File: src/hdl/ioir_pkg.sv
// ----------------------------------------------------------------------------
// ioir_pkg
// Shared types and constants of the I/O interrupt redirector.
// ----------------------------------------------------------------------------
package ioir_pkg;

  // Table sizes.
  localparam int NUM_REDIRECTS   = 24;
  localparam int MAX_LOCAL_APICS = 16;
  localparam int RT_AW = (NUM_REDIRECTS > 1) ? $clog2(NUM_REDIRECTS) : 1;
  localparam int LA_AW = (MAX_LOCAL_APICS > 1) ? $clog2(MAX_LOCAL_APICS) : 1;

  // Bus windows and indirect register map.
  localparam logic [7:0] WIN_SELECT  = 8'h00;
  localparam logic [7:0] WIN_DATA    = 8'h10;
  localparam logic [7:0] REG_ID      = 8'h00;
  localparam logic [7:0] REG_VERSION = 8'h01;
  localparam logic [7:0] REG_ARB     = 8'h02;
  localparam int         TABLE_BASE  = 16;
  localparam int         TABLE_END   = TABLE_BASE + 2 * NUM_REDIRECTS;
  localparam logic [31:0] VERSION_WORD = 32'(((NUM_REDIRECTS - 1) << 16) | 32'h11);
  localparam logic [3:0] FLAT_MODEL  = 4'hf;

  // Operation codes.
  localparam logic [2:0] MODE_READ   = 3'd0;
  localparam logic [2:0] MODE_WRITE  = 3'd1;
  localparam logic [2:0] MODE_IRQ    = 3'd2;
  localparam logic [2:0] MODE_REG    = 3'd3;
  localparam logic [2:0] MODE_UPDATE = 3'd4;

  // Result status codes.
  localparam logic [2:0] STAT_OK            = 3'd0;
  localparam logic [2:0] STAT_RANGE         = 3'd1;
  localparam logic [2:0] STAT_EXISTS        = 3'd2;
  localparam logic [2:0] STAT_NOT_FOUND     = 3'd3;
  localparam logic [2:0] STAT_NOT_SUPPORTED = 3'd4;
  localparam logic [2:0] STAT_INVALID       = 3'd5;

  typedef struct packed {
    logic [2:0]  mode;
    logic [7:0]  bus_offset;
    logic [31:0] write_data;
    logic [7:0]  irq_number;
    logic [7:0]  apic_index;
    logic [7:0]  logical_id;
    logic [3:0]  dest_format;
  } req_t;

  typedef struct packed {
    logic [2:0]  status;
    logic [31:0] read_data;
    logic [7:0]  vector;
    logic [7:0]  target_apic;
    logic        deliver;
  } rsp_t;

endpackage

File: src/hdl/io_interrupt_redirector.sv
// ----------------------------------------------------------------------------
// io_interrupt_redirector
// Indirect-register I/O interrupt redirector with a local APIC table.
// ----------------------------------------------------------------------------
// Each request item gives exactly one response item. Bus reads and writes,
// interrupts in physical destination mode and local APIC registration or
// update go from acceptance to the response register by accepting the item
// and starting the table reads, executing against the read data, and then
// handing the result to the output register. An interrupt in logical
// destination mode scans the local APIC info memory one slot per cycle
// through its single read port between the execute and hand-off steps,
// stopping at the first match or at the last slot. The block handles one
// item at a time; a finished response may wait in the output register while
// the next request item is already being worked on. The redirection table
// and the APIC info live in synchronous RAMs whose entries read as zero
// until first written, tracked by per-entry valid flops, so no clearing pass
// follows reset.
// ----------------------------------------------------------------------------
module io_interrupt_redirector (
  input  logic           clk,
  input  logic           rst,
  input  logic           req_valid,
  output logic           req_stall,
  input  ioir_pkg::req_t req,
  output logic           rsp_valid,
  input  logic           rsp_stall,
  output ioir_pkg::rsp_t rsp
);

  localparam logic [1:0] S_IDLE = 2'd0;
  localparam logic [1:0] S_EXEC = 2'd1;
  localparam logic [1:0] S_SCAN = 2'd2;
  localparam logic [1:0] S_DONE = 2'd3;

  logic [1:0] state;

  // Architectural registers.
  logic [7:0]  select_reg;
  logic [31:0] apic_id;
  logic [ioir_pkg::NUM_REDIRECTS-1:0]   rt_valid;
  logic [ioir_pkg::MAX_LOCAL_APICS-1:0] present;
  logic [ioir_pkg::MAX_LOCAL_APICS-1:0] info_valid;

  // Working registers of the item in progress.
  ioir_pkg::req_t           item;
  ioir_pkg::rsp_t           res;
  logic [ioir_pkg::RT_AW-1:0] rt_addr;
  logic [7:0]               mda;
  logic [7:0]               vec;
  logic [ioir_pkg::LA_AW-1:0] scan_idx;

  // Memory ports.
  logic                       rt_we;
  logic [63:0]                rt_wdata;
  logic [ioir_pkg::RT_AW-1:0] rt_raddr;
  logic [63:0]                rt_rdata;
  logic                       info_we;
  logic [ioir_pkg::LA_AW-1:0] info_raddr;
  logic [11:0]                info_rdata;

  // Decode and execute signals.
  logic                       sel_is_table;
  logic [ioir_pkg::RT_AW-1:0] sel_entry;
  logic [63:0]                rt_word;
  logic [31:0]                lower;
  logic [31:0]                upper;
  logic [3:0]                 dest;
  logic                       dest_ok;
  logic                       idx_ok;
  logic [ioir_pkg::LA_AW-1:0] idx_la;
  ioir_pkg::rsp_t             exec_rsp;
  logic                       exec_scan;
  logic                       sel_wr;
  logic                       id_wr;
  logic                       present_set;
  logic [11:0]                info_word;
  logic                       scan_hit;
  logic                       scan_last;
  ioir_pkg::rsp_t             scan_rsp;

  assign req_stall = (state != S_IDLE);

  // The select register picks a table half when it lies in the table window;
  // entry is the offset halved and the low bit chooses the upper half.
  assign sel_is_table = (32'(select_reg) >= ioir_pkg::TABLE_BASE) &&
                        (32'(select_reg) < ioir_pkg::TABLE_END);
  assign sel_entry = ioir_pkg::RT_AW'((select_reg - 8'(ioir_pkg::TABLE_BASE)) >> 1);

  // The redirection table is read on the accepting edge, so the entry is
  // ready in the execute cycle.
  assign rt_raddr = (req.mode == ioir_pkg::MODE_IRQ) ?
                    req.irq_number[ioir_pkg::RT_AW-1:0] : sel_entry;

  assign rt_word = rt_valid[rt_addr] ? rt_rdata : 64'd0;
  assign lower   = rt_word[31:0];
  assign upper   = rt_word[63:32];
  assign dest    = upper[27:24];
  assign dest_ok = (32'(dest) < ioir_pkg::MAX_LOCAL_APICS) &&
                   present[ioir_pkg::LA_AW'(32'(dest))];
  assign idx_ok  = 32'(item.apic_index) < ioir_pkg::MAX_LOCAL_APICS;
  assign idx_la  = ioir_pkg::LA_AW'(32'(item.apic_index));

  assign rt_wdata = select_reg[0] ? {item.write_data, rt_word[31:0]}
                                  : {rt_word[63:32], item.write_data};

  // Execute one item against the data read from the redirection table.
  always_comb begin
    exec_rsp        = '0;
    exec_rsp.status = ioir_pkg::STAT_NOT_SUPPORTED;
    exec_scan       = 1'b0;
    sel_wr          = 1'b0;
    id_wr           = 1'b0;
    rt_we           = 1'b0;
    present_set     = 1'b0;
    info_we         = 1'b0;
    if (state == S_EXEC) begin
      case (item.mode)
        ioir_pkg::MODE_READ: begin
          if (item.bus_offset == ioir_pkg::WIN_SELECT) begin
            exec_rsp.read_data = {24'd0, select_reg};
            exec_rsp.status    = ioir_pkg::STAT_OK;
          end else if (item.bus_offset == ioir_pkg::WIN_DATA) begin
            if (select_reg == ioir_pkg::REG_ID) begin
              exec_rsp.read_data = apic_id;
              exec_rsp.status    = ioir_pkg::STAT_OK;
            end else if (select_reg == ioir_pkg::REG_VERSION) begin
              exec_rsp.read_data = ioir_pkg::VERSION_WORD;
              exec_rsp.status    = ioir_pkg::STAT_OK;
            end else if (select_reg == ioir_pkg::REG_ARB) begin
              exec_rsp.status = ioir_pkg::STAT_OK;
            end else if (sel_is_table) begin
              exec_rsp.read_data = select_reg[0] ? upper : lower;
              exec_rsp.status    = ioir_pkg::STAT_OK;
            end
          end
        end
        ioir_pkg::MODE_WRITE: begin
          if (item.bus_offset == ioir_pkg::WIN_SELECT) begin
            if (item.write_data[31:8] != 24'd0) begin
              exec_rsp.status = ioir_pkg::STAT_INVALID;
            end else begin
              sel_wr          = 1'b1;
              exec_rsp.status = ioir_pkg::STAT_OK;
            end
          end else if (item.bus_offset == ioir_pkg::WIN_DATA) begin
            if (select_reg == ioir_pkg::REG_ID) begin
              id_wr           = 1'b1;
              exec_rsp.status = ioir_pkg::STAT_OK;
            end else if (select_reg == ioir_pkg::REG_VERSION ||
                         select_reg == ioir_pkg::REG_ARB) begin
              exec_rsp.status = ioir_pkg::STAT_OK;
            end else if (sel_is_table) begin
              rt_we           = 1'b1;
              exec_rsp.status = ioir_pkg::STAT_OK;
            end
          end
        end
        ioir_pkg::MODE_IRQ: begin
          if (32'(item.irq_number) >= ioir_pkg::NUM_REDIRECTS) begin
            exec_rsp.status = ioir_pkg::STAT_RANGE;
          end else if (!lower[11]) begin
            if (dest_ok) begin
              exec_rsp.status      = ioir_pkg::STAT_OK;
              exec_rsp.vector      = lower[7:0];
              exec_rsp.target_apic = {4'd0, dest};
              exec_rsp.deliver     = 1'b1;
            end else begin
              exec_rsp.status = ioir_pkg::STAT_NOT_FOUND;
            end
          end else begin
            exec_scan = 1'b1;
          end
        end
        ioir_pkg::MODE_REG: begin
          if (!idx_ok) begin
            exec_rsp.status = ioir_pkg::STAT_RANGE;
          end else if (present[idx_la]) begin
            exec_rsp.status = ioir_pkg::STAT_EXISTS;
          end else begin
            present_set     = 1'b1;
            exec_rsp.status = ioir_pkg::STAT_OK;
          end
        end
        ioir_pkg::MODE_UPDATE: begin
          if (!idx_ok) begin
            exec_rsp.status = ioir_pkg::STAT_RANGE;
          end else begin
            info_we         = 1'b1;
            exec_rsp.status = ioir_pkg::STAT_OK;
          end
        end
        default: begin
        end
      endcase
    end
  end

  // Logical-mode scan: the info memory is read one slot ahead, slot zero
  // during the execute cycle and the next slot during each scan cycle.
  assign info_raddr = (state == S_SCAN) ? scan_idx + ioir_pkg::LA_AW'(1)
                                        : '0;
  assign info_word  = info_valid[scan_idx] ? info_rdata : 12'd0;
  assign scan_hit   = present[scan_idx] && ((info_word[7:0] & mda) != 8'd0);
  assign scan_last  = 32'(scan_idx) == ioir_pkg::MAX_LOCAL_APICS - 1;

  always_comb begin
    scan_rsp        = '0;
    scan_rsp.status = ioir_pkg::STAT_NOT_FOUND;
    if (scan_hit) begin
      if (info_word[11:8] == ioir_pkg::FLAT_MODEL) begin
        scan_rsp.status      = ioir_pkg::STAT_OK;
        scan_rsp.vector      = vec;
        scan_rsp.target_apic = 8'(scan_idx);
        scan_rsp.deliver     = 1'b1;
      end else begin
        scan_rsp.status = ioir_pkg::STAT_NOT_SUPPORTED;
      end
    end
  end

  // Accesses to one entry never overlap: every write happens in the execute
  // cycle and the next item is read only after the current one is done.
  ioir_ram #(.WIDTH(64), .DEPTH(ioir_pkg::NUM_REDIRECTS)) u_rt_ram (
    .clk   (clk),
    .we    (rt_we),
    .waddr (rt_addr),
    .wdata (rt_wdata),
    .raddr (rt_raddr),
    .rdata (rt_rdata)
  );

  ioir_ram #(.WIDTH(12), .DEPTH(ioir_pkg::MAX_LOCAL_APICS)) u_info_ram (
    .clk   (clk),
    .we    (info_we),
    .waddr (idx_la),
    .wdata ({item.dest_format, item.logical_id}),
    .raddr (info_raddr),
    .rdata (info_rdata)
  );

  always_ff @(posedge clk) begin
    if (rst) begin
      state      <= S_IDLE;
      rsp_valid  <= 1'b0;
      select_reg <= 8'd0;
      apic_id    <= 32'd0;
      rt_valid   <= '0;
      present    <= '0;
      info_valid <= '0;
    end else begin
      // In the done state the output register is refilled instead.
      if (rsp_valid && !rsp_stall && state != S_DONE) begin
        rsp_valid <= 1'b0;
      end
      case (state)
        S_IDLE: begin
          if (req_valid) begin
            item    <= req;
            rt_addr <= rt_raddr;
            state   <= S_EXEC;
          end
        end
        S_EXEC: begin
          res      <= exec_rsp;
          mda      <= upper[31:24];
          vec      <= lower[7:0];
          scan_idx <= '0;
          if (sel_wr) begin
            select_reg <= item.write_data[7:0];
          end
          if (id_wr) begin
            apic_id <= item.write_data;
          end
          if (rt_we) begin
            rt_valid[rt_addr] <= 1'b1;
          end
          if (present_set) begin
            present[idx_la] <= 1'b1;
          end
          if (info_we) begin
            info_valid[idx_la] <= 1'b1;
          end
          state <= exec_scan ? S_SCAN : S_DONE;
        end
        S_SCAN: begin
          if (scan_hit || scan_last) begin
            res   <= scan_rsp;
            state <= S_DONE;
          end else begin
            scan_idx <= scan_idx + ioir_pkg::LA_AW'(1);
          end
        end
        S_DONE: begin
          if (!rsp_valid || !rsp_stall) begin
            rsp       <= res;
            rsp_valid <= 1'b1;
            state     <= S_IDLE;
          end
        end
        default: begin
          state <= S_IDLE;
        end
      endcase
    end
  end

  // An accepted item always moves straight into its execute cycle.
  a_accept_exec: assert property (@(posedge clk) disable iff (rst)
    req_valid && !req_stall |=> state == S_EXEC)
    else $error("accepted item did not enter execute");

  // A delivered interrupt always carries an ok status.
  a_deliver_ok: assert property (@(posedge clk) disable iff (rst)
    rsp_valid && rsp.deliver |-> rsp.status == ioir_pkg::STAT_OK)
    else $error("delivery with failing status");

  // Without delivery the vector and target fields stay zero.
  a_nodeliver_zero: assert property (@(posedge clk) disable iff (rst)
    rsp_valid && !rsp.deliver |-> rsp.vector == 8'd0 && rsp.target_apic == 8'd0)
    else $error("vector or target set without delivery");

  // Read data is nonzero only on a successful access.
  a_rdata_ok: assert property (@(posedge clk) disable iff (rst)
    rsp_valid && rsp.read_data != 32'd0 |-> rsp.status == ioir_pkg::STAT_OK)
    else $error("read data returned with failing status");

  // The scan never walks past the last local APIC slot.
  a_scan_bound: assert property (@(posedge clk) disable iff (rst)
    state == S_SCAN |-> 32'(scan_idx) < ioir_pkg::MAX_LOCAL_APICS)
    else $error("local APIC scan out of range");

endmodule

File: src/hdl/ioir_ram.sv
// ----------------------------------------------------------------------------
// ioir_ram
// Generic single-write, single-read synchronous RAM with registered read.
// ----------------------------------------------------------------------------
module ioir_ram #(
  parameter int WIDTH = 8,
  parameter int DEPTH = 16,
  localparam int AW = (DEPTH > 1) ? $clog2(DEPTH) : 1
) (
  input  logic             clk,
  input  logic             we,
  input  logic [AW-1:0]    waddr,
  input  logic [WIDTH-1:0] wdata,
  input  logic [AW-1:0]    raddr,
  output logic [WIDTH-1:0] rdata
);

  logic [WIDTH-1:0] mem [DEPTH];

  always_ff @(posedge clk) begin
    if (we) begin
      mem[waddr] <= wdata;
    end
    rdata <= mem[raddr];
  end

endmodule
File: config.mk
export PLATFORM = sky130hd
export DESIGN_NAME = io_interrupt_redirector
export DESIGN_NICKNAME = d
export VERILOG_FILES = /design/src/hdl/ioir_pkg.sv /design/src/hdl/io_interrupt_redirector.sv /design/src/hdl/ioir_ram.sv
export SDC_FILE = /design/constraint.sdc
export NUM_CORES = 2
export LEC_CHECK = 0
export BUFFER_PORTS_ARGS = -buffer_cell sky130_fd_sc_hd__buf_2
export CAP_MARGIN = 15
export CORE_MARGIN = 10
export CORE_UTILIZATION = 55
export CTS_CLUSTER_SIZE = 25
export DETAILED_ROUTE_END_ITERATION = 7
export PLACE_DENSITY = 0.72
export SLEW_MARGIN = 20
export SYNTH_ARGS = -nofsm -noshare
export SYNTH_HDL_FRONTEND = slang
export SYNTH_HIERARCHICAL = 1
export SYNTH_SLANG_ARGS = --single-unit
File: constraint.sdc
create_clock -name clk -period 15.1 [get_ports clk]
set_input_delay 0.755 -clock clk [delete_from_list [all_inputs] [get_ports clk]]
set_output_delay 0.755 -clock clk [all_outputs]
set_load 0.03 [all_outputs]
==> impl_metrics.ini <==
[critical_path]
r2r-start = state[1]
crit_slowest_cell = nor2_4
critPathLaunch = state[1]
arrival_ps = 5670
worstPathRequired_ps = 15530
cpPeakStageDelay_ps = 990
worst-setup-path-type = register to register
worst-path-max-fanout = 44
cp-start-kind = register
endpoint_kind = register
path_cells = inv_1, ha_1, nor4bb_1, or4b_4, or4_4, inv_2, nand3b_1, nor2_4, buf_4
reg2reg_slack_ps = 9860

[placement]
portBuffers = 124
dp_hpwl_um = 108000
place_congestion = 0.805

[cts]
cts_resized = 0
clkLatencyLatePin_ps = 840
clock_sinks = 2092
cts-root-buf = clkbuf_16
cts.clk_slew.worst_paths_ps = 60
cts_buffers = 202
cts_tree = yes
cts_buffer_depth = 3
postCtsSetupBuffers = 0
ctsHoldBuffers = 0
cts.htree.levels = 4

[sta]
post-route-period-util = 0.347
slew_viol_final = 0
fin_setup_tns_ps = 0
setup_viol = 0
hold_viol_final = 0
slew_headroom = 0.216
clock_skew_ps = 42.6
finalCriticalPeriod_ps = 5240
clock.fmax_mhz = 191
worst_slew_pin_slew_ps = 1180
rsz0062_at_grt = no

[layout]
regMostFlops = u_rt_ram/mem
area_delta_synth_final_pct = 12.3
drive_gt1_frac = 0.188
largest_reg_flops = 1536
reg_top3 = u_rt_ram/mem: 1536 flops, u_info_ram/mem: 192 flops
nets = 4769

[routing]
drc = 0
topRoutingLayerUsed = met5
wl_per_cell_um = 29.0
routed_via_density = 6.32
ant_nets = 0
vias = 42900
firstDrtPassIters = 5
wl_met2_um = 92000
wl_met1_um = 77900
drt-total-wl_um = 197000
first_iter_violations = 5166
dr_wl_met3_um = 21300

[yosys]
post-synth-top-count-cell = edfxtp_1
synth_area_um2 = 80400
synth_xor_area_frac = 0.000218
yosys.area_share.simple = 0.0463
synth_top_family_by_area = multiplexers
synthTopCellsByCount = edfxtp_1 (1917), mux2i_1 (520), nand2_1 (341)
avgSynthCellArea_um2 = 18.0
synth_cell_types = 60
synth_top_area_frac = 0.716
syn_inst = 4468
synth_adder_area_share = 0.00109
synthFlopType = edfxtp_1
synth_top_area_cell = edfxtp_1
synth_seq_cells = 2092
synthTopCellsByArea = edfxtp_1 (72%), mux2i_1 (6.5%), mux4_2 (5.6%)
synth_edf_count = 1917
synth_mux_area_frac = 0.138
seq_area_frac_synth = 0.759
yosys_warnings = 6
synth_async_sr_flop_share = 0
synth-compound-area-share = 0.0369

[job]
drv_cap = 0

[global_route]
overflow = 0
antenna_found_initial = 7
groute.usage.overall = 0.239
grt_pass1_vias = 42300
grt_max_degree = 115
grt_pass1_wl_um = 288000

[die]
core.rowCount = 140
ios = 129
core_area_um2 = 146000
die_w_um = 402
start_util = 0.553
die_h_um = 402
die_area_um2 = 162000

[hold_path]
hp-start = req[51]
min_path_type = input pin to register

[power]
power.density_nw_per_um2 = 134
power_w = 0.0121
ir_drop_v = 0.000125
p_leak_nw = 28.6

[run_status]
status = finished clean
[cells by family after synthesis]
group | count (synthesis)
xor+xnor | 2
fa+ha+maj | 7
buf+inv | 301
flops | 2092
simple gates | 801
compound gates | 440
mux | 824
other cells | 1
[per-stage QoR]
| step | instance area, um^2 | hold slack [ps] | setup WS [ps] | std cells | util |
|---|---|---|---|---|---|
| after global placement | 83600 | 403 | 9550 | 6398 | 0.575 |
| final | 90400 | 87.6 | 9860 | 6786 | 0.621 |
| after global routing | 90300 | 54.3 | 9740 | 6782 | 0.621 |
| after CTS | 90300 | 19.0 | 9960 | 6782 | 0.621 |
| after detailed placement | 83700 | 405 | 9520 | 6400 | 0.575 |
| after floorplan | 80400 | 400 | 8020 | 4471 | - |
[report_power, final]
| group | internal, W | total (W) | switching [W] |
|---|---|---|---|
| combinational | 0.000195 | 0.000555 | 0.000360 |
| clock | 0.00287 | 0.00501 | 0.00214 |
| sequential | 0.00645 | 0.00656 | 0.000107 |
| total | 0.00952 | 0.0121 | 0.00261 |
[cells in the final DEF, fill, tap and decap left out, drive strengths merged, types with 89 or more instances in the layout]
cell and n:
mux2i 520, buf 263, nand2 341, dfxtp 175, mux4 215, mux2 89
clkbuf 275, nor2 133, nand3 147, edfxtp 1917, a22oi 190
[routing by layer]
| layer | vias to the layer above | track usage |
|---|---|---|
| li1 | 18200 | - |
| met1 | 22000 | 0.333 |
| met2 | 2381 | 0.374 |
| met3 | 390 | 0.0593 |
| met4 | 4 | 0.0730 |
| met5 | - | 0.00357 |
[worst paths after layout]
check | endpoint | cells past startpoint
setup / recovery | u_rt_ram/mem[2][45] | 9
hold / removal | item[51] | 1
setup reg to reg | u_rt_ram/mem[2][45] | 9
hold reg to reg | rsp[12] | 0
[worst max-delay path: cells and delay by family, from the launching register on]
kind / cells / cell delay (ps)
adder cells (fa/ha/maj): 1 / 340
AND/OR/NAND/NOR: 5 / 2940
buffers and inverters: 3 / 1140
flip-flops: 1 / 350
[layout make-up]
class | instances | area [um^2]
Antenna cell | 4 | 10.0
Clock buffer | 275 | 5590
Clock inverter | 107 | 1050
Fill cell | 9901 | 55200
Inverter | 50 | 190
Multi-Input combinational cell | 2078 | 18300
Sequential cell | 2092 | 61100
Tap cell | 1917 | 2400
Timing Repair Buffer | 263 | 1720
Power figures use the tool's default switching activity.
